## src/hw/rtl/sfr_pkg.sv

```systemverilog
`timescale 1ns / 1ps
`default_nettype none

package sfr_pkg;

    localparam int CFG_IDX_W  = 3;
    localparam int CFG_DATA_W = 16;

    localparam logic [CFG_IDX_W-1:0] CFG_HDR_FIRST  = 3'd0;
    localparam logic [CFG_IDX_W-1:0] CFG_FOOTER     = 3'd2;
    localparam logic [CFG_IDX_W-1:0] CFG_MAX_LENGTH = 3'd3;
    localparam logic [CFG_IDX_W-1:0] CFG_TIMEOUT    = 3'd4;

    localparam int DEF_MAX_PAYLOAD = 2048;

    localparam logic [11:0] RST_MAX_LENGTH = 12'd2048;
    localparam logic [7:0]  RST_TIMEOUT    = 8'd10;

    typedef enum logic [2:0] {
        EV_DATA    = 3'd0,
        EV_EMPTY   = 3'd1,
        EV_BADLEN  = 3'd2,
        EV_BADFOOT = 3'd3,
        EV_TIMEOUT = 3'd4
    } t_event;

    typedef struct packed {
        logic [7:0]  header_first_byte;
        logic [15:0] footer_word;
        logic [11:0] max_length;
        logic [7:0]  timeout_seconds;
    } t_cfg;

endpackage

`default_nettype wire

```

## src/hw/rtl/sfr_rx_if.sv

```systemverilog
`timescale 1ns / 1ps
`default_nettype none

interface sfr_rx_if;
    logic       valid;
    logic       ready;
    logic       operation;
    logic [7:0] rx_byte;

    modport source (output valid, output operation, output rx_byte, input ready);
    modport sink   (input valid, input operation, input rx_byte, output ready);
endinterface

`default_nettype wire

```

## src/hw/rtl/sfr_ev_if.sv

```systemverilog
`timescale 1ns / 1ps
`default_nettype none

interface sfr_ev_if;
    logic        valid;
    logic        ready;
    logic [2:0]  event_res;
    logic [7:0]  data_byte;
    logic [15:0] protocol_id;
    logic [11:0] message_length;
    logic        last;

    modport source (output valid, output event_res, output data_byte, output protocol_id,
                    output message_length, output last, input ready);
    modport sink   (input valid, input event_res, input data_byte, input protocol_id,
                    input message_length, input last, output ready);
endinterface

`default_nettype wire

```

## src/hw/rtl/serial_frame_receiver_top.sv

```systemverilog
`timescale 1ns / 1ps
`default_nettype none

// channel  dir  beat contents
// i_rx     in   operation (byte/tick), rx_byte
// o_ev     out  event_res, data_byte, protocol_id, message_length, last
// cfg      in   i_cfg_we / i_cfg_addr / i_cfg_wdata, write only
//
// One beat per cycle sustained while the output is not stalled; each beat is
// handled by the frame state machine; any result is registered on the next edge.
// A held output beat stalls i_rx only if the sink is not ready in that cycle.
// Reset is synchronous active low; returns to header hunt, config to defaults.

module serial_frame_receiver_top
    import sfr_pkg::*;
#(
    parameter int MAX_PAYLOAD = DEF_MAX_PAYLOAD
) (
    input  wire                  i_clk,
    input  wire                  i_rst_n,
    input  wire                  i_cfg_we,
    input  wire [CFG_IDX_W-1:0]  i_cfg_addr,
    input  wire [CFG_DATA_W-1:0] i_cfg_wdata,
    sfr_rx_if.sink               i_rx,
    sfr_ev_if.source             o_ev
);

    t_cfg r_cfg;

    always_ff @(posedge i_clk) begin
        if (!i_rst_n) begin
            r_cfg.header_first_byte <= '0;
            r_cfg.footer_word       <= '0;
            r_cfg.max_length        <= RST_MAX_LENGTH;
            r_cfg.timeout_seconds   <= RST_TIMEOUT;
        end else if (i_cfg_we) begin
            case (i_cfg_addr)
                CFG_HDR_FIRST:  r_cfg.header_first_byte <= i_cfg_wdata[7:0];
                CFG_FOOTER:     r_cfg.footer_word       <= i_cfg_wdata;
                CFG_MAX_LENGTH: r_cfg.max_length        <= i_cfg_wdata[11:0];
                CFG_TIMEOUT:    r_cfg.timeout_seconds   <= i_cfg_wdata[7:0];
                default: ;
            endcase
        end
    end

    sfr_core #(
        .MAX_PAYLOAD (MAX_PAYLOAD)
    ) u_core (
        .i_clk   (i_clk),
        .i_rst_n (i_rst_n),
        .i_cfg   (r_cfg),
        .i_rx    (i_rx),
        .o_ev    (o_ev)
    );

endmodule

`default_nettype wire

```

## src/hw/rtl/sfr_core.sv

```systemverilog
`timescale 1ns / 1ps
`default_nettype none

module sfr_core
    import sfr_pkg::*;
#(
    parameter int MAX_PAYLOAD = DEF_MAX_PAYLOAD
) (
    input  wire          i_clk,
    input  wire          i_rst_n,
    input  t_cfg         i_cfg,
    sfr_rx_if.sink       i_rx,
    sfr_ev_if.source     o_ev
);

    typedef enum logic [2:0] {
        PH_HUNT = 3'd0,
        PH_SIG2 = 3'd1,
        PH_HDR  = 3'd2,
        PH_DATA = 3'd3,
        PH_FOOT = 3'd4
    } t_phase;

    localparam logic [15:0] LimitCap = 16'(MAX_PAYLOAD);

    t_phase      r_phase, n_phase;
    logic [1:0]  r_field_cnt, n_field_cnt;
    logic [15:0] r_frame_protocol, n_frame_protocol;
    logic [15:0] r_frame_length, n_frame_length;
    logic [11:0] r_payload_cnt, n_payload_cnt;
    logic [7:0]  r_footer_hi, n_footer_hi;
    logic [7:0]  r_elapsed, n_elapsed;

    logic        r_out_valid;
    t_event      r_out_event, n_out_event;
    logic [7:0]  r_out_data, n_out_data;
    logic [15:0] r_out_protocol;
    logic [11:0] r_out_length, n_out_length;
    logic        r_out_last, n_out_last;

    logic        n_emit;
    logic        accept;
    logic [15:0] limit;
    logic [15:0] max_len_ext;

    assign i_rx.ready = !r_out_valid || o_ev.ready;
    assign accept     = i_rx.valid && i_rx.ready;

    assign max_len_ext = {4'b0, i_cfg.max_length};
    assign limit       = (max_len_ext < LimitCap) ? max_len_ext : LimitCap;
    assign n_out_length = (n_frame_length > 16'd4095) ? 12'hFFF : n_frame_length[11:0];

    always_comb begin
        n_phase          = r_phase;
        n_field_cnt      = r_field_cnt;
        n_frame_protocol = r_frame_protocol;
        n_frame_length   = r_frame_length;
        n_payload_cnt    = r_payload_cnt;
        n_footer_hi      = r_footer_hi;
        n_elapsed        = r_elapsed;
        n_emit           = 1'b0;
        n_out_event      = EV_DATA;
        n_out_data       = 8'd0;
        n_out_last       = 1'b0;

        if (i_rx.operation) begin
            if (r_phase != PH_HUNT) begin
                if (r_elapsed >= i_cfg.timeout_seconds) begin
                    n_phase     = PH_HUNT;
                    n_emit      = 1'b1;
                    n_out_event = EV_TIMEOUT;
                end else if (r_elapsed != 8'hFF) begin
                    n_elapsed = r_elapsed + 8'd1;
                end
            end
        end else begin
            case (r_phase)
                PH_HUNT: begin
                    n_payload_cnt = '0;
                    if (i_rx.rx_byte == i_cfg.header_first_byte) begin
                        n_phase   = PH_SIG2;
                        n_elapsed = '0;
                    end
                end
                PH_SIG2: begin
                    n_phase     = PH_HDR;
                    n_field_cnt = '0;
                end
                PH_HDR: begin
                    case (r_field_cnt)
                        2'd0:    n_frame_protocol = {i_rx.rx_byte, 8'd0};
                        2'd1:    n_frame_protocol = {r_frame_protocol[15:8], i_rx.rx_byte};
                        2'd2:    n_frame_length   = {i_rx.rx_byte, 8'd0};
                        default: n_frame_length   = {r_frame_length[15:8], i_rx.rx_byte};
                    endcase
                    n_field_cnt = r_field_cnt + 2'd1;
                    if (r_field_cnt == 2'd3) begin
                        n_payload_cnt = '0;
                        n_emit        = 1'b1;
                        if (n_frame_length > limit) begin
                            n_phase     = PH_HUNT;
                            n_out_event = EV_BADLEN;
                        end else if (n_frame_length == 16'd0) begin
                            n_phase     = PH_FOOT;
                            n_out_event = EV_EMPTY;
                            n_out_last  = 1'b1;
                        end else begin
                            n_phase = PH_DATA;
                            n_emit  = 1'b0;
                        end
                    end
                end
                PH_DATA: begin
                    n_payload_cnt = r_payload_cnt + 12'd1;
                    n_emit        = 1'b1;
                    n_out_event   = EV_DATA;
                    n_out_data    = i_rx.rx_byte;
                    if ({4'b0, n_payload_cnt} >= r_frame_length) begin
                        n_out_last  = 1'b1;
                        n_phase     = PH_FOOT;
                        n_field_cnt = '0;
                    end
                end
                PH_FOOT: begin
                    if (r_field_cnt == 2'd0) begin
                        n_footer_hi = i_rx.rx_byte;
                        n_field_cnt = 2'd1;
                    end else begin
                        n_field_cnt = '0;
                        n_phase     = PH_HUNT;
                        if ({r_footer_hi, i_rx.rx_byte} != i_cfg.footer_word) begin
                            n_emit      = 1'b1;
                            n_out_event = EV_BADFOOT;
                        end
                    end
                end
                default: n_phase = PH_HUNT;
            endcase
        end
    end

    always_ff @(posedge i_clk) begin
        if (!i_rst_n) begin
            r_phase          <= PH_HUNT;
            r_field_cnt      <= '0;
            r_frame_protocol <= '0;
            r_frame_length   <= '0;
            r_payload_cnt    <= '0;
            r_footer_hi      <= '0;
            r_elapsed        <= '0;
            r_out_valid      <= 1'b0;
        end else begin
            if (accept) begin
                r_phase          <= n_phase;
                r_field_cnt      <= n_field_cnt;
                r_frame_protocol <= n_frame_protocol;
                r_frame_length   <= n_frame_length;
                r_payload_cnt    <= n_payload_cnt;
                r_footer_hi      <= n_footer_hi;
                r_elapsed        <= n_elapsed;
            end
            if (accept && n_emit) begin
                r_out_valid <= 1'b1;
            end else if (o_ev.ready) begin
                r_out_valid <= 1'b0;
            end
        end
        if (accept && n_emit) begin
            r_out_event    <= n_out_event;
            r_out_data     <= n_out_data;
            r_out_protocol <= n_frame_protocol;
            r_out_length   <= n_out_length;
            r_out_last     <= n_out_last;
        end
    end

    assign o_ev.valid          = r_out_valid;
    assign o_ev.event_res      = r_out_event;
    assign o_ev.data_byte      = r_out_data;
    assign o_ev.protocol_id    = r_out_protocol;
    assign o_ev.message_length = r_out_length;
    assign o_ev.last           = r_out_last;

    // a held beat must block intake
    a_no_overwrite: assert property (@(posedge i_clk) disable iff (!i_rst_n)
        (r_out_valid && !o_ev.ready) |-> !i_rx.ready)
        else $error("intake open while result stalled");

    a_payload_bound: assert property (@(posedge i_clk) disable iff (!i_rst_n)
        (r_phase == PH_DATA) |-> ({4'b0, r_payload_cnt} < r_frame_length))
        else $error("payload count past frame length");

    a_tick_hunt: assert property (@(posedge i_clk) disable iff (!i_rst_n)
        (accept && i_rx.operation && r_phase == PH_HUNT) |=> (r_phase == PH_HUNT))
        else $error("tick left hunt");

    a_early_timeout: assert property (@(posedge i_clk) disable iff (!i_rst_n)
        (accept && i_rx.operation && r_phase != PH_HUNT
         && r_elapsed < i_cfg.timeout_seconds) |=> (r_phase != PH_HUNT))
        else $error("timeout before limit");

    a_last_kind: assert property (@(posedge i_clk) disable iff (!i_rst_n)
        (r_out_valid && r_out_last) |-> (r_out_event == EV_DATA || r_out_event == EV_EMPTY))
        else $error("last flag on non-payload event");

endmodule

`default_nettype wire
```

## src/flat_wrapper.sv

```systemverilog
// flat-port wrapper written by rule: the top's interface ports become plain ports
module serial_frame_receiver_top_flat import sfr_pkg::*;
#(
    parameter int MAX_PAYLOAD = DEF_MAX_PAYLOAD
)
  (i_clk, i_rst_n, i_cfg_we, i_cfg_addr, i_cfg_wdata, i_rx_valid, i_rx_operation, i_rx_rx_byte, i_rx_ready, o_ev_valid, o_ev_event_res, o_ev_data_byte, o_ev_protocol_id, o_ev_message_length, o_ev_last, o_ev_ready);
  sfr_rx_if i_rx_i ();
  sfr_ev_if o_ev_i ();
  input  wire i_clk;
  input  wire i_rst_n;
  input  wire i_cfg_we;
  input  wire [CFG_IDX_W-1:0] i_cfg_addr;
  input  wire [CFG_DATA_W-1:0] i_cfg_wdata;
  input wire logic [$bits(i_rx_i.valid)-1:0] i_rx_valid;
  input wire logic [$bits(i_rx_i.operation)-1:0] i_rx_operation;
  input wire logic [$bits(i_rx_i.rx_byte)-1:0] i_rx_rx_byte;
  output wire logic [$bits(i_rx_i.ready)-1:0] i_rx_ready;
  output wire logic [$bits(o_ev_i.valid)-1:0] o_ev_valid;
  output wire logic [$bits(o_ev_i.event_res)-1:0] o_ev_event_res;
  output wire logic [$bits(o_ev_i.data_byte)-1:0] o_ev_data_byte;
  output wire logic [$bits(o_ev_i.protocol_id)-1:0] o_ev_protocol_id;
  output wire logic [$bits(o_ev_i.message_length)-1:0] o_ev_message_length;
  output wire logic [$bits(o_ev_i.last)-1:0] o_ev_last;
  input wire logic [$bits(o_ev_i.ready)-1:0] o_ev_ready;
  assign i_rx_i.valid = i_rx_valid;
  assign i_rx_i.operation = i_rx_operation;
  assign i_rx_i.rx_byte = i_rx_rx_byte;
  assign i_rx_ready = i_rx_i.ready;
  assign o_ev_valid = o_ev_i.valid;
  assign o_ev_event_res = o_ev_i.event_res;
  assign o_ev_data_byte = o_ev_i.data_byte;
  assign o_ev_protocol_id = o_ev_i.protocol_id;
  assign o_ev_message_length = o_ev_i.message_length;
  assign o_ev_last = o_ev_i.last;
  assign o_ev_i.ready = o_ev_ready;
  serial_frame_receiver_top #(.MAX_PAYLOAD(MAX_PAYLOAD)) u_core (.i_clk(i_clk), .i_rst_n(i_rst_n), .i_cfg_we(i_cfg_we), .i_cfg_addr(i_cfg_addr), .i_cfg_wdata(i_cfg_wdata), .i_rx(i_rx_i), .o_ev(o_ev_i));
endmodule
```

## config.mk

```make
export PLATFORM = sky130hd
export DESIGN_NAME = serial_frame_receiver_top_flat
export DESIGN_NICKNAME = d
export VERILOG_FILES = /design/src/hw/rtl/sfr_pkg.sv /design/src/hw/rtl/sfr_rx_if.sv /design/src/hw/rtl/sfr_ev_if.sv /design/src/hw/rtl/serial_frame_receiver_top.sv /design/src/hw/rtl/sfr_core.sv /design/src/flat_wrapper.sv
export SDC_FILE = /design/constraint.sdc
export NUM_CORES = 1
export LEC_CHECK = 0
export BUFFER_PORTS_ARGS = -buffer_cell sky130_fd_sc_hd__buf_2
export CAP_MARGIN = 10
export CORE_MARGIN = 3
export CORE_UTILIZATION = 50
export CTS_BUF_LIST = sky130_fd_sc_hd__clkbuf_8
export CTS_CLUSTER_SIZE = 25
export DETAILED_ROUTE_END_ITERATION = 8
export PLACE_DENSITY = 0.72
export REMOVE_ABC_BUFFERS = 1
export SYNTH_ARGS = -nofsm -noshare
export SYNTH_HDL_FRONTEND = slang
export SYNTH_SLANG_ARGS = --single-unit
```

## constraint.sdc

```tcl
create_clock -name i_clk -period 5.1 [get_ports i_clk]
set_input_delay 1.02 -clock i_clk [delete_from_list [all_inputs] [get_ports i_clk]]
set_output_delay 1.02 -clock i_clk [all_outputs]
set_load 0.02 [all_outputs]
```

==> impl_metrics.xml, run 1 <==
<?xml version="1.0" encoding="UTF-8"?>
<metrics>
  <group name="routing">
    <metric name="routed_wire_length_per_instance" unit="um">17.2</metric>
    <metric name="ant_nets" unit="">0</metric>
    <metric name="met1_length" unit="mm">9.00</metric>
    <metric name="drcViolationCount" unit="">0</metric>
    <metric name="drt_iter0_markers" unit="">568</metric>
    <metric name="detailroute.wirelength.met3" unit="mm">1.16</metric>
    <metric name="detailroute.wirelength.met2" unit="mm">9.07</metric>
    <metric name="routed.top_layer" unit="">met4</metric>
    <metric name="route.final.wire_length" unit="mm">19.5</metric>
    <metric name="via_count" unit="">6527</metric>
    <metric name="via_per_inst" unit="">5.75</metric>
    <metric name="first_pass_drt_iterations" unit="">5</metric>
  </group>
  <group name="timing">
    <metric name="maxSlewViolCount" unit="">0</metric>
    <metric name="final.min_clock_period" unit="ns">4.12</metric>
    <metric name="max_freq" unit="MHz">243</metric>
    <metric name="grt_setup_unrepaired" unit="">no</metric>
    <metric name="worst_skew" unit="ns">0.0167</metric>
    <metric name="worst_slew_pin_slew" unit="ns">1.05</metric>
    <metric name="setup_slack" unit="ns">0.977</metric>
    <metric name="tns" unit="ns">0</metric>
    <metric name="timing.final.crit_share" unit="">0.809</metric>
    <metric name="slew_headroom" unit="">0.298</metric>
    <metric name="hold_viol_final" unit="">0</metric>
    <metric name="timing.final.setup_violations" unit="">0</metric>
  </group>
  <group name="job">
    <metric name="cap_viol_max_count" unit="">0</metric>
  </group>
  <group name="synthesis">
    <metric name="synth_cells" unit="">895</metric>
    <metric name="synthArstFlopShare" unit="">0</metric>
    <metric name="yosys.area.top_type_share" unit="">0.287</metric>
    <metric name="yosys_warnings" unit="">0</metric>
    <metric name="post-synth-top-count-cell" unit="">sky130_fd_sc_hd__nand2_1</metric>
    <metric name="synth_seq_area_share" unit="">0.444</metric>
    <metric name="synth_edf_count" unit="">40</metric>
    <metric name="synth_register_bits" unit="">150</metric>
    <metric name="synthTopCellsByArea" unit="">sky130_fd_sc_hd__dfxtp_1 29%, sky130_fd_sc_hd__edfxtp_1 16%, sky130_fd_sc_hd__nand2_1 7.8%, sky130_fd_sc_hd__ha_1 5.9%, sky130_fd_sc_hd__a21oi_1 5.5%</metric>
    <metric name="synth.cells.most_frequent" unit="">160 x sky130_fd_sc_hd__nand2_1, 110 x sky130_fd_sc_hd__dfxtp_1, 85 x sky130_fd_sc_hd__a21oi_1, 73 x sky130_fd_sc_hd__nor2_1, 41 x sky130_fd_sc_hd__clkbuf_1</metric>
    <metric name="ys.flop_type" unit="">sky130_fd_sc_hd__dfxtp_1</metric>
    <metric name="synth.cell_area" unit="um^2">7670</metric>
    <metric name="yosys.cell_types.count" unit="">60</metric>
    <metric name="yosys.area.top_type" unit="">sky130_fd_sc_hd__dfxtp_1</metric>
    <metric name="synth.avg_cell_area" unit="um^2">8.57</metric>
  </group>
  <group name="clock_tree">
    <metric name="cts_repair_resized_insts" unit="">0</metric>
    <metric name="cts_root_buffer" unit="">sky130_fd_sc_hd__clkbuf_8</metric>
    <metric name="tritoncts.num_buffers" unit="">17</metric>
    <metric name="cts.sinks" unit="">150</metric>
    <metric name="worst_setup_hold_path_clk_slew" unit="ns">0.08</metric>
    <metric name="cts-htree-levels" unit="">4</metric>
    <metric name="cts.repair_timing.setup_buffer_count" unit="">0</metric>
    <metric name="clk-insertion-delay-late" unit="ns">0.46</metric>
    <metric name="tritoncts_clock_tree" unit="">built</metric>
    <metric name="ctsLongestPathBuffers" unit="">2</metric>
    <metric name="holdBufCountCts" unit="">0</metric>
  </group>
  <group name="pwr">
    <metric name="total_leakage_power" unit="nW">3.33</metric>
    <metric name="irDropWorstVdd" unit="mV">0.194</metric>
    <metric name="power.density_cell_area" unit="nW/um^2">273</metric>
  </group>
  <group name="die">
    <metric name="fp.dieArea" unit="um^2">16900</metric>
    <metric name="initial_utilization" unit="">0.520</metric>
    <metric name="placementRows" unit="">44</metric>
    <metric name="io-pin-count" unit="">75</metric>
    <metric name="dieWidth" unit="um">130</metric>
    <metric name="core_region_area" unit="um^2">14800</metric>
    <metric name="die_ht" unit="um">130</metric>
  </group>
  <group name="global_routing">
    <metric name="grt_util_all_layers" unit="">0.237</metric>
    <metric name="grt_pass1_wl" unit="mm">31.3</metric>
    <metric name="grt_pass1_vias" unit="">5971</metric>
    <metric name="antenna_violations_before_repair" unit="">0</metric>
    <metric name="grt_start_max_net_pins" unit="">72</metric>
    <metric name="overflow" unit="">0</metric>
  </group>
  <group name="hold_path">
    <metric name="hp-class" unit="">reg2reg</metric>
  </group>
  <group name="critical_path">
    <metric name="timing.critical_path.max_delay_family" unit="">compound AO/OA/AOI/OAI gates</metric>
    <metric name="cpMaxStageDelayCell" unit="">sky130_fd_sc_hd__ha_1</metric>
    <metric name="critPathLaunchType" unit="">register</metric>
    <metric name="critPathRequiredTime" unit="ns">5.19</metric>
    <metric name="worst-endpoint-arrival" unit="ns">4.22</metric>
    <metric name="critical_path_sink_type" unit="">register</metric>
    <metric name="timing.critical_path.cells" unit="">ha_1 &gt; o21ba_2 &gt; a22oi_1 &gt; inv_1 &gt; ha_1 &gt; nand4_1 &gt; nor2_1 &gt; nand4_1 &gt; a211oi_1 &gt; o32ai_1 &gt; a31o_1 &gt; a21oi_4 &gt; buf_4</metric>
    <metric name="critPathKind" unit="">reg2reg</metric>
    <metric name="critPathMaxFanout" unit="">40</metric>
    <metric name="critPathBufInv" unit="">2</metric>
    <metric name="max_stage_delay" unit="ns">0.71</metric>
  </group>
  <group name="placed_design">
    <metric name="place_congestion" unit="">0.908</metric>
    <metric name="setup_slack_placement" unit="ns">1.05</metric>
    <metric name="io_buffers" unit="">74</metric>
    <metric name="detailed_placement_hpwl" unit="mm">13.7</metric>
  </group>
  <group name="final_layout">
    <metric name="insertedDiodeCount" unit="">0</metric>
    <metric name="drive_above_1_share" unit="">0.129</metric>
    <metric name="final_nets" unit="">1008</metric>
    <metric name="flow.area_growth_from_synthesis" unit="%">10.5</metric>
  </group>
  <group name="run_status">
    <metric name="run_status" unit="">complete, no violations</metric>
  </group>
</metrics>
-- path summary, 6_finish.rpt --
kind                                     start                           endpoint  slack [ns]  depth (start not counted)
setup / recovery  u_core.u_core.r_field_cnt[0]  u_core.u_core.o_ev.protocol_id[1]        0.98                         13
hold / removal                u_core.r_cfg[14]                   u_core.r_cfg[14]        0.46                          2
setup reg to reg  u_core.u_core.r_field_cnt[0]  u_core.u_core.o_ev.protocol_id[1]        0.98                         13
hold reg to reg               u_core.r_cfg[14]                   u_core.r_cfg[14]        0.46                          2
-- stage by stage --
step                hold slack, ns  utilization  power [mW]  instances  area, um^2
floorplan                    0.432            -        1.37        839        7430
global route                 0.479        0.575        2.40       1136        8480
CTS                          0.459        0.575        2.33       1136        8480
detailed placement           0.447        0.549        1.45       1104        8100
finish                       0.458        0.575        2.32       1136        8480
global placement             0.441        0.549        1.44       1104        8100
-- logic make-up (layout without fill, tap and decap cells) --
group | after synthesis | after routing | synth area share
adder cells (fa/ha/maj) | 36 | 36 | 0.0587
flip-flops | 150 | 150 | 0.444
buffers and inverters | 93 | 150 | 0.0494
XOR/XNOR | 42 | 42 | 0.0479
AO/OA/AOI/OAI | 210 | 210 | 0.180
multiplexers | 8 | 8 | 0.0104
AND/OR/NAND/NOR | 356 | 356 | 0.210
-- per-layer routing --
metal | vias up | global-route usage
li1 | 3233 | -
met1 | 3077 | 0.331
met2 | 195 | 0.378
met3 | 22 | 0.0401
met4 | 0 | 0.0721
met5 | - | 0
-- placed cells by master, fill, tap and decap left out, types with 18 or more instances in the layout --
cell type,instances
sky130_fd_sc_hd__o211ai_1,19
sky130_fd_sc_hd__nor3_1,25
sky130_fd_sc_hd__nor2_1,73
sky130_fd_sc_hd__ha_1,36
sky130_fd_sc_hd__a22o_1,18
sky130_fd_sc_hd__inv_1,37
sky130_fd_sc_hd__a21oi_1,84
sky130_fd_sc_hd__edfxtp_1,40
sky130_fd_sc_hd__nand3_1,22
sky130_fd_sc_hd__xor2_1,29
sky130_fd_sc_hd__dfxtp_1,110
sky130_fd_sc_hd__nand2_1,160
sky130_fd_sc_hd__o21ai_0,25
sky130_fd_sc_hd__buf_2,74
-- state kept, by name, summed over array words and instances, names as in the netlist --
name and cells:
u_core.u_core.r_frame_protocol 16, u_core.u_core.r_phase 3, u_core.r_cfg 44, u_core.u_core.o_ev.protocol_id 16, u_core.u_core.r_payload_cnt 12, u_core.u_core.o_ev.message_length 12
u_core.u_core.o_ev.valid 1, u_core.u_core.r_footer_hi 8, u_core.u_core.r_elapsed 8, u_core.u_core.r_frame_length 16, u_core.u_core.o_ev.event_res 3, u_core.u_core.r_field_cnt 2
u_core.u_core.o_ev.last 1, u_core.u_core.o_ev.data_byte 8
-- final cells by class --
cell class,count,area (um^2)
clock buffer,17,234
multi-input combinational,652,3900
timing repair buffer,81,423
clock inverter,15,150
inverter,37,139
fill,1405,6270
tap,184,230
sequential,150,3400
-- tightest hold or removal path: stages, from the launching register on --
cell and delay [ns]:
sky130_fd_sc_hd__dfxtp_1 0.31, sky130_fd_sc_hd__nand2_1 0.05, sky130_fd_sc_hd__a21oi_1 0.05
-- power by group --
| part | internal (mW) | switching, mW |
|---|---|---|
| clock | 0.434 | 0.465 |
| sequential | 1.24 | 0.0125 |
| combinational | 0.0515 | 0.114 |
(Power assumes the default switching activity.)
==> inputs of run 2 (changes only) <==
- clock period: 5.1 -> 3.4 ns (I/O delays scaled with it)
==> run 2 against run 1 <==
Combinational power up 69%. Cell area increased by 5.2%. First-iteration DRC count fell by 2.5%. Global-route usage is 0.090 points lower. Setup slack worse by 0.92 ns. Die area stayed put. Power grew 55%. Utilization is 3.0 points higher. Critical path type unchanged. Highest routed layer unchanged.
==> impl_metrics.xml, run 2 (synthesized netlist as in run 1, its figures left out) <==
<?xml version="1.0" encoding="UTF-8"?>
<metrics>
  <group name="run_status">
    <metric name="run_status" unit="">complete, no violations</metric>
  </group>
  <group name="timing">
    <metric name="whs" unit="ns">0.452</metric>
    <metric name="slew_headroom" unit="">0.469</metric>
    <metric name="final.min_clock_period" unit="ns">3.34</metric>
    <metric name="worst_skew" unit="ns">0.0113</metric>
    <metric name="worst_slew_pin_slew" unit="ns">0.788</metric>
    <metric name="timing.final.crit_share" unit="">0.982</metric>
    <metric name="max_freq" unit="MHz">299</metric>
    <metric name="timing.final.setup_violations" unit="">0</metric>
    <metric name="maxSlewViolCount" unit="">0</metric>
    <metric name="hold_viol_final" unit="">0</metric>
  </group>
  <group name="final_layout">
    <metric name="instances_no_fill" unit="">1167</metric>
    <metric name="final_core_utilization" unit="">0.605</metric>
    <metric name="drive_above_1_share" unit="">0.176</metric>
    <metric name="final_nets" unit="">1039</metric>
    <metric name="most_common_library_cell_in_the_layout_ignoring_fill_and_taps" unit="">sky130_fd_sc_hd__nand2_1</metric>
    <metric name="flow.area_growth_from_synthesis" unit="%">16.3</metric>
    <metric name="largest_reg_flops" unit="">44</metric>
    <metric name="registers.top_by_ff_count" unit="">u_core.r_cfg</metric>
    <metric name="insertedDiodeCount" unit="">0</metric>
    <metric name="highest_count_cells_in_the_layout_ignoring_fill_and_taps" unit="">160 x sky130_fd_sc_hd__nand2_1, 107 x sky130_fd_sc_hd__dfxtp_1, 83 x sky130_fd_sc_hd__a21oi_1</metric>
  </group>
  <group name="global_routing">
    <metric name="grt_start_max_net_pins" unit="">33</metric>
    <metric name="antenna_violations_before_repair" unit="">0</metric>
    <metric name="grt_pass1_wl" unit="mm">31.0</metric>
    <metric name="overflow" unit="">0</metric>
    <metric name="grt_util_all_layers" unit="">0.236</metric>
    <metric name="grt_pass1_vias" unit="">5890</metric>
  </group>
  <group name="clock_tree">
    <metric name="cts-htree-levels" unit="">4</metric>
    <metric name="cts_root_buffer" unit="">sky130_fd_sc_hd__clkbuf_8</metric>
    <metric name="ctsLongestPathBuffers" unit="">2</metric>
    <metric name="tritoncts_clock_tree" unit="">built</metric>
    <metric name="holdBufCountCts" unit="">0</metric>
    <metric name="cts.sinks" unit="">150</metric>
    <metric name="worst_setup_hold_path_clk_slew" unit="ns">0.08</metric>
    <metric name="tritoncts.num_buffers" unit="">17</metric>
    <metric name="clk-insertion-delay-late" unit="ns">0.45</metric>
  </group>
  <group name="pwr">
    <metric name="total_leakage_power" unit="nW">3.54</metric>
    <metric name="irDropWorstVdd" unit="mV">0.334</metric>
    <metric name="power.density_cell_area" unit="nW/um^2">403</metric>
  </group>
  <group name="die">
    <metric name="fp.dieArea" unit="um^2">16900</metric>
    <metric name="io-pin-count" unit="">75</metric>
    <metric name="initial_utilization" unit="">0.520</metric>
    <metric name="core_region_area" unit="um^2">14800</metric>
    <metric name="dieWidth" unit="um">130</metric>
    <metric name="die_ht" unit="um">130</metric>
    <metric name="placementRows" unit="">44</metric>
  </group>
  <group name="placed_design">
    <metric name="io_buffers" unit="">74</metric>
    <metric name="detailed_placement_hpwl" unit="mm">14.0</metric>
    <metric name="placedCellCount" unit="">1128</metric>
    <metric name="place_congestion" unit="">1.01</metric>
  </group>
  <group name="routing">
    <metric name="first_pass_drt_iterations" unit="">5</metric>
    <metric name="drt_iter0_markers" unit="">554</metric>
    <metric name="via_per_inst" unit="">5.68</metric>
    <metric name="route.final.wire_length" unit="mm">19.9</metric>
    <metric name="routed_wire_length_per_instance" unit="um">17.0</metric>
    <metric name="ant_nets" unit="">0</metric>
    <metric name="via_count" unit="">6627</metric>
    <metric name="drcViolationCount" unit="">0</metric>
  </group>
  <group name="critical_path">
    <metric name="critPathLaunchType" unit="">register</metric>
    <metric name="critPathRequiredTime" unit="ns">3.62</metric>
    <metric name="critPathMaxFanout" unit="">10</metric>
    <metric name="critPathKind" unit="">reg2reg</metric>
    <metric name="worst-endpoint-arrival" unit="ns">3.56</metric>
    <metric name="critical_path_sink_type" unit="">register</metric>
  </group>
  <group name="job">
    <metric name="cap_viol_max_count" unit="">0</metric>
  </group>
  <group name="hold_path">
    <metric name="hp-class" unit="">reg2reg</metric>
  </group>
</metrics>
[run 2: report_power, final]
part           switching (mW)  leakage [nW]  total (mW)  internal, mW
Clock                   0.680         0.211        1.44         0.761
Combinational           0.183          2.06       0.281        0.0981
Sequential             0.0181          1.27        1.88          1.86
[run 2: per-layer routing]
layer	part of all wire	GRT usage	wire, um
met5	0	0	0
met3	0.071	0.0532	1420
met1	0.45	0.335	8990
met2	0.46	0.360	9130
met4	0.017	0.0733	340
[run 2: final cells by class]
class                           count  area, um^2
Clock buffer                       19         262
Clock inverter                     13         156
Fill cell                        1341        5830
Inverter                           37         139
Multi-Input combinational cell    652        3990
Sequential cell                   150        3410
Tap cell                          184         230
Timing Repair Buffer              112         738
[run 2: per-stage QoR]
| stage | setup TNS [ns] | total power [mW] | setup slack [ns] | area (um^2) |
|---|---|---|---|---|
| 4_1_cts | 0 | 3.61 | 0.0150 | 8810 |
| 2_1_floorplan | -64.77 | 2.06 | -1.62 | 7430 |
| 3_5_place_dp | -2.29 | 2.18 | -0.0635 | 8290 |
| 5_1_grt | -0.290 | 3.72 | -0.0308 | 8920 |
| 6_report | 0 | 3.60 | 0.0597 | 8920 |
| 3_3_place_gp | 0 | 2.18 | 0.0655 | 8290 |
[run 2: timing repair]
item,in CTS,in global routing
endpoints found under the hold margin,0,0
buffers inserted,2,2
gates cloned,2,1
endpoints found under the setup margin,40,44
pin swaps,1,5
resized for setup,7,17
[run 2: path summary, 6_finish.rpt]
kind              cells past startpoint                                 end                         start  slack [ns]
setup / recovery                     16  u_core.u_core.o_ev.protocol_id[15]  u_core.u_core.r_field_cnt[0]        0.06
hold / removal                        2                     u_core.r_cfg[9]               u_core.r_cfg[9]        0.45
setup reg to reg                     16  u_core.u_core.o_ev.protocol_id[15]  u_core.u_core.r_field_cnt[0]        0.06
hold reg to reg                       2                     u_core.r_cfg[9]               u_core.r_cfg[9]        0.45
[run 2: worst max-delay path, stage by stage, from the launching register on]
cell	delay (ns)
sky130_fd_sc_hd__dfxtp_4	0.39
sky130_fd_sc_hd__inv_1	0.09
sky130_fd_sc_hd__ha_4	0.20
sky130_fd_sc_hd__o21ai_0	0.26
sky130_fd_sc_hd__nor2_1	0.06
sky130_fd_sc_hd__a21oi_1	0.19
sky130_fd_sc_hd__inv_1	0.08
sky130_fd_sc_hd__ha_1	0.31
sky130_fd_sc_hd__a21oi_1	0.15
sky130_fd_sc_hd__nor2_1	0.05
sky130_fd_sc_hd__a211oi_1	0.29
sky130_fd_sc_hd__a211oi_2	0.13
sky130_fd_sc_hd__o32ai_2	0.20
sky130_fd_sc_hd__a31o_1	0.27
sky130_fd_sc_hd__a21oi_4	0.08
sky130_fd_sc_hd__buf_12	0.17
sky130_fd_sc_hd__clkbuf_16	0.17
==> inputs of run 3 (changes only) <==
- PLACE_DENSITY: 0.72 -> 0.69
- clock period: 3.4 -> 4.25 ns (I/O delays scaled with it)
==> run 3 against run 2 <==
Non-clock buffer count decreased by 25. Power down 20%. Cell area decreased by 4.0%. Global-route usage is 0.17 points higher. Hold slack better by 0.0076 ns. First-iteration DRC count rose by 17%. Final cell count decreased by 2.1%. Clock skew grew 0.0030 ns. Flip-flop and latch count did not move. Critical path depth fell by 2. Wire length fell by 2.3%. Critical endpoint is now u_core.u_core.o_ev.message_length[2].
==> impl_metrics.xml, run 3 (synthesized netlist as in run 1, its figures left out) <==
<?xml version="1.0" encoding="UTF-8"?>
<metrics>
  <group name="run_status">
    <metric name="run_status" unit="">complete, no violations</metric>
  </group>
  <group name="clock_tree">
    <metric name="tritoncts.num_buffers" unit="">17</metric>
    <metric name="cts.repair_timing.setup_buffer_count" unit="">0</metric>
    <metric name="worst_setup_hold_path_clk_slew" unit="ns">0.09</metric>
    <metric name="cts_root_buffer" unit="">sky130_fd_sc_hd__clkbuf_8</metric>
    <metric name="cts_repair_resized_insts" unit="">0</metric>
    <metric name="holdBufCountCts" unit="">0</metric>
    <metric name="clk-insertion-delay-late" unit="ns">0.45</metric>
    <metric name="cts-htree-levels" unit="">4</metric>
    <metric name="cts.sinks" unit="">150</metric>
    <metric name="tritoncts_clock_tree" unit="">built</metric>
    <metric name="ctsLongestPathBuffers" unit="">2</metric>
  </group>
  <group name="placed_design">
    <metric name="detailed_placement_hpwl" unit="mm">13.8</metric>
    <metric name="place_congestion" unit="">0.922</metric>
    <metric name="io_buffers" unit="">74</metric>
  </group>
  <group name="timing">
    <metric name="grt_setup_unrepaired" unit="">no</metric>
    <metric name="tns" unit="ns">0</metric>
    <metric name="final.min_clock_period" unit="ns">3.82</metric>
    <metric name="worst_slew_pin_slew" unit="ns">1.09</metric>
    <metric name="worst_skew" unit="ns">0.0143</metric>
    <metric name="maxSlewViolCount" unit="">0</metric>
    <metric name="timing.final.crit_share" unit="">0.899</metric>
    <metric name="timing.final.setup_violations" unit="">0</metric>
    <metric name="max_freq" unit="MHz">262</metric>
    <metric name="slew_headroom" unit="">0.271</metric>
    <metric name="hold_viol_final" unit="">0</metric>
  </group>
  <group name="critical_path">
    <metric name="critPathRequiredTime" unit="ns">4.39</metric>
    <metric name="crit-reg2reg-capture" unit="">u_core.u_core.o_ev.message_length[2]</metric>
    <metric name="critical_path.reg2reg.startpoint" unit="">u_core.u_core.r_field_cnt[0]</metric>
    <metric name="critPathMaxFanout" unit="">36</metric>
    <metric name="critical_path_sink_type" unit="">register</metric>
    <metric name="r2r_setup_slack" unit="ns">0.43</metric>
    <metric name="critPathLaunchType" unit="">register</metric>
    <metric name="depth_of_the_worst_register_to_register_path" unit="">14</metric>
    <metric name="critPathKind" unit="">reg2reg</metric>
    <metric name="worst-endpoint-arrival" unit="ns">3.97</metric>
  </group>
  <group name="global_routing">
    <metric name="overflow" unit="">0</metric>
    <metric name="grt_pass1_wl" unit="mm">31.4</metric>
    <metric name="grt_util_all_layers" unit="">0.238</metric>
    <metric name="antenna_violations_before_repair" unit="">0</metric>
    <metric name="grt_pass1_vias" unit="">6033</metric>
    <metric name="grt_start_max_net_pins" unit="">37</metric>
  </group>
  <group name="pwr">
    <metric name="seq_power_share" unit="">0.525</metric>
    <metric name="total_leakage_power" unit="nW">3.38</metric>
    <metric name="p_sw" unit="uW">724</metric>
    <metric name="switching_share" unit="">0.253</metric>
    <metric name="power.share.combinational" unit="">0.072</metric>
    <metric name="power_report.internal_total" unit="mW">2.14</metric>
    <metric name="power.density_cell_area" unit="nW/um^2">334</metric>
    <metric name="power.share.clock" unit="">0.403</metric>
    <metric name="irDropWorstVdd" unit="mV">0.223</metric>
  </group>
  <group name="die">
    <metric name="initial_utilization" unit="">0.520</metric>
    <metric name="dieWidth" unit="um">130</metric>
    <metric name="io-pin-count" unit="">75</metric>
    <metric name="core_region_area" unit="um^2">14800</metric>
    <metric name="die_ht" unit="um">130</metric>
    <metric name="fp.dieArea" unit="um^2">16900</metric>
    <metric name="placementRows" unit="">44</metric>
  </group>
  <group name="routing">
    <metric name="routed_wire_length_per_instance" unit="um">17.0</metric>
    <metric name="route.final.wire_length" unit="mm">19.4</metric>
    <metric name="first_pass_drt_iterations" unit="">5</metric>
    <metric name="ant_nets" unit="">0</metric>
    <metric name="drcViolationCount" unit="">0</metric>
    <metric name="via_count" unit="">6571</metric>
    <metric name="via_per_inst" unit="">5.75</metric>
    <metric name="drt_iter0_markers" unit="">647</metric>
  </group>
  <group name="hold_path">
    <metric name="start_point_of_the_worst_hold_path" unit="">u_core.u_core.r_frame_protocol[15]</metric>
    <metric name="hp-class" unit="">reg2reg</metric>
    <metric name="hold_path_end" unit="">u_core.u_core.r_frame_protocol[15]</metric>
    <metric name="whs_path_depth" unit="">2</metric>
  </group>
  <group name="final_layout">
    <metric name="insertedDiodeCount" unit="">0</metric>
    <metric name="final_core_utilization" unit="">0.581</metric>
    <metric name="flow.area_growth_from_synthesis" unit="%">11.6</metric>
    <metric name="drive_above_1_share" unit="">0.136</metric>
    <metric name="highest_count_cells_in_the_layout_ignoring_fill_and_taps" unit="">160 x sky130_fd_sc_hd__nand2_1, 110 x sky130_fd_sc_hd__dfxtp_1, 84 x sky130_fd_sc_hd__a21oi_1</metric>
    <metric name="registers.top_by_ff_count" unit="">u_core.r_cfg</metric>
    <metric name="largest_reg_flops" unit="">44</metric>
    <metric name="most_common_library_cell_in_the_layout_ignoring_fill_and_taps" unit="">sky130_fd_sc_hd__nand2_1</metric>
    <metric name="final_nets" unit="">1014</metric>
  </group>
  <group name="job">
    <metric name="cap_viol_max_count" unit="">0</metric>
  </group>
</metrics>
run 3: cell types whose count changed in the layout (fill, tap and decap cells not counted), moves of 2 or more:
cell	delta
sky130_fd_sc_hd__a22oi_1	+2
sky130_fd_sc_hd__a22oi_2	-2
sky130_fd_sc_hd__and3_1	+2
sky130_fd_sc_hd__buf_16	-2
sky130_fd_sc_hd__buf_4	-21
sky130_fd_sc_hd__clkbuf_8	-2
sky130_fd_sc_hd__dfxtp_1	+3
sky130_fd_sc_hd__dfxtp_2	-2
sky130_fd_sc_hd__ha_1	+3
sky130_fd_sc_hd__ha_4	-2
sky130_fd_sc_hd__inv_6	+3
run 3: metal layers:
metal  global-route usage  wire [um]
met5                    0          0
met4               0.0672        281
met3               0.0508       1560
met2                0.365       8860
met1                0.339       8720
run 3: critical path: stages, from the launching register on:
cell and delay (ns):
sky130_fd_sc_hd__dfxtp_1 0.42, sky130_fd_sc_hd__inv_1 0.09, sky130_fd_sc_hd__ha_1 0.33, sky130_fd_sc_hd__o21ba_2 0.29, sky130_fd_sc_hd__a22oi_1 0.19, sky130_fd_sc_hd__inv_1 0.12, sky130_fd_sc_hd__ha_1 0.35, sky130_fd_sc_hd__nand4_1 0.12
sky130_fd_sc_hd__nor2_1 0.22, sky130_fd_sc_hd__nand4_1 0.11, sky130_fd_sc_hd__a211oi_1 0.26, sky130_fd_sc_hd__o32ai_1 0.19, sky130_fd_sc_hd__a31o_1 0.28, sky130_fd_sc_hd__a21oi_4 0.26, sky130_fd_sc_hd__buf_12 0.24
run 3: worst max-delay path by stage:
stage	from	endpoint	slack (ns)	cells past startpoint
global route	u_core.u_core.r_field_cnt[0]	u_core.u_core.o_ev.data_byte[7]	0.13	15
global placement	u_core.u_core.r_field_cnt[0]	u_core.u_core.o_ev.protocol_id[14]	0.57	12
CTS	u_core.u_core.r_field_cnt[0]	u_core.u_core.o_ev.data_byte[7]	0.47	12
floorplan	u_core.u_core.r_field_cnt[0]	u_core.u_core.o_ev.data_byte[0]	-0.77	12
detailed placement	u_core.u_core.r_field_cnt[0]	u_core.u_core.o_ev.data_byte[3]	0.49	12
finish	u_core.u_core.r_field_cnt[0]	u_core.u_core.o_ev.message_length[2]	0.43	14
run 3: power groups by stage:
| stage | Sequential [mW] | Clock (mW) | Combinational, mW |
|---|---|---|---|
| finish | 1.50 | 1.15 | 0.206 |
| detailed placement | 1.54 | 0 | 0.204 |
| global placement | 1.54 | 0 | 0.202 |
| floorplan | 1.55 | 0 | 0.0990 |
| CTS | 1.50 | 1.17 | 0.205 |
| global route | 1.51 | 1.23 | 0.225 |
run 3: through the flow:
| step | setup slack [ns] | total power, mW | area [um^2] | std cells | hold WS (ns) |
|---|---|---|---|---|---|
| final | 0.427 | 2.86 | 8570 | 1142 | 0.460 |
| after global routing | 0.133 | 2.96 | 8570 | 1142 | 0.480 |
| after CTS | 0.469 | 2.88 | 8570 | 1142 | 0.459 |
| after detailed placement | 0.494 | 1.74 | 8150 | 1110 | 0.448 |
| after global placement | 0.572 | 1.74 | 8150 | 1110 | 0.441 |
| after floorplan | -0.769 | 1.65 | 7430 | 839 | 0.432 |
run 3: final cells by class:
class,count,area (um^2)
inverter,37,139
tap,184,230
clock inverter,15,178
fill,1374,6190
timing repair buffer,87,480
sequential,150,3400
multi-input combinational,652,3900
clock buffer,17,234
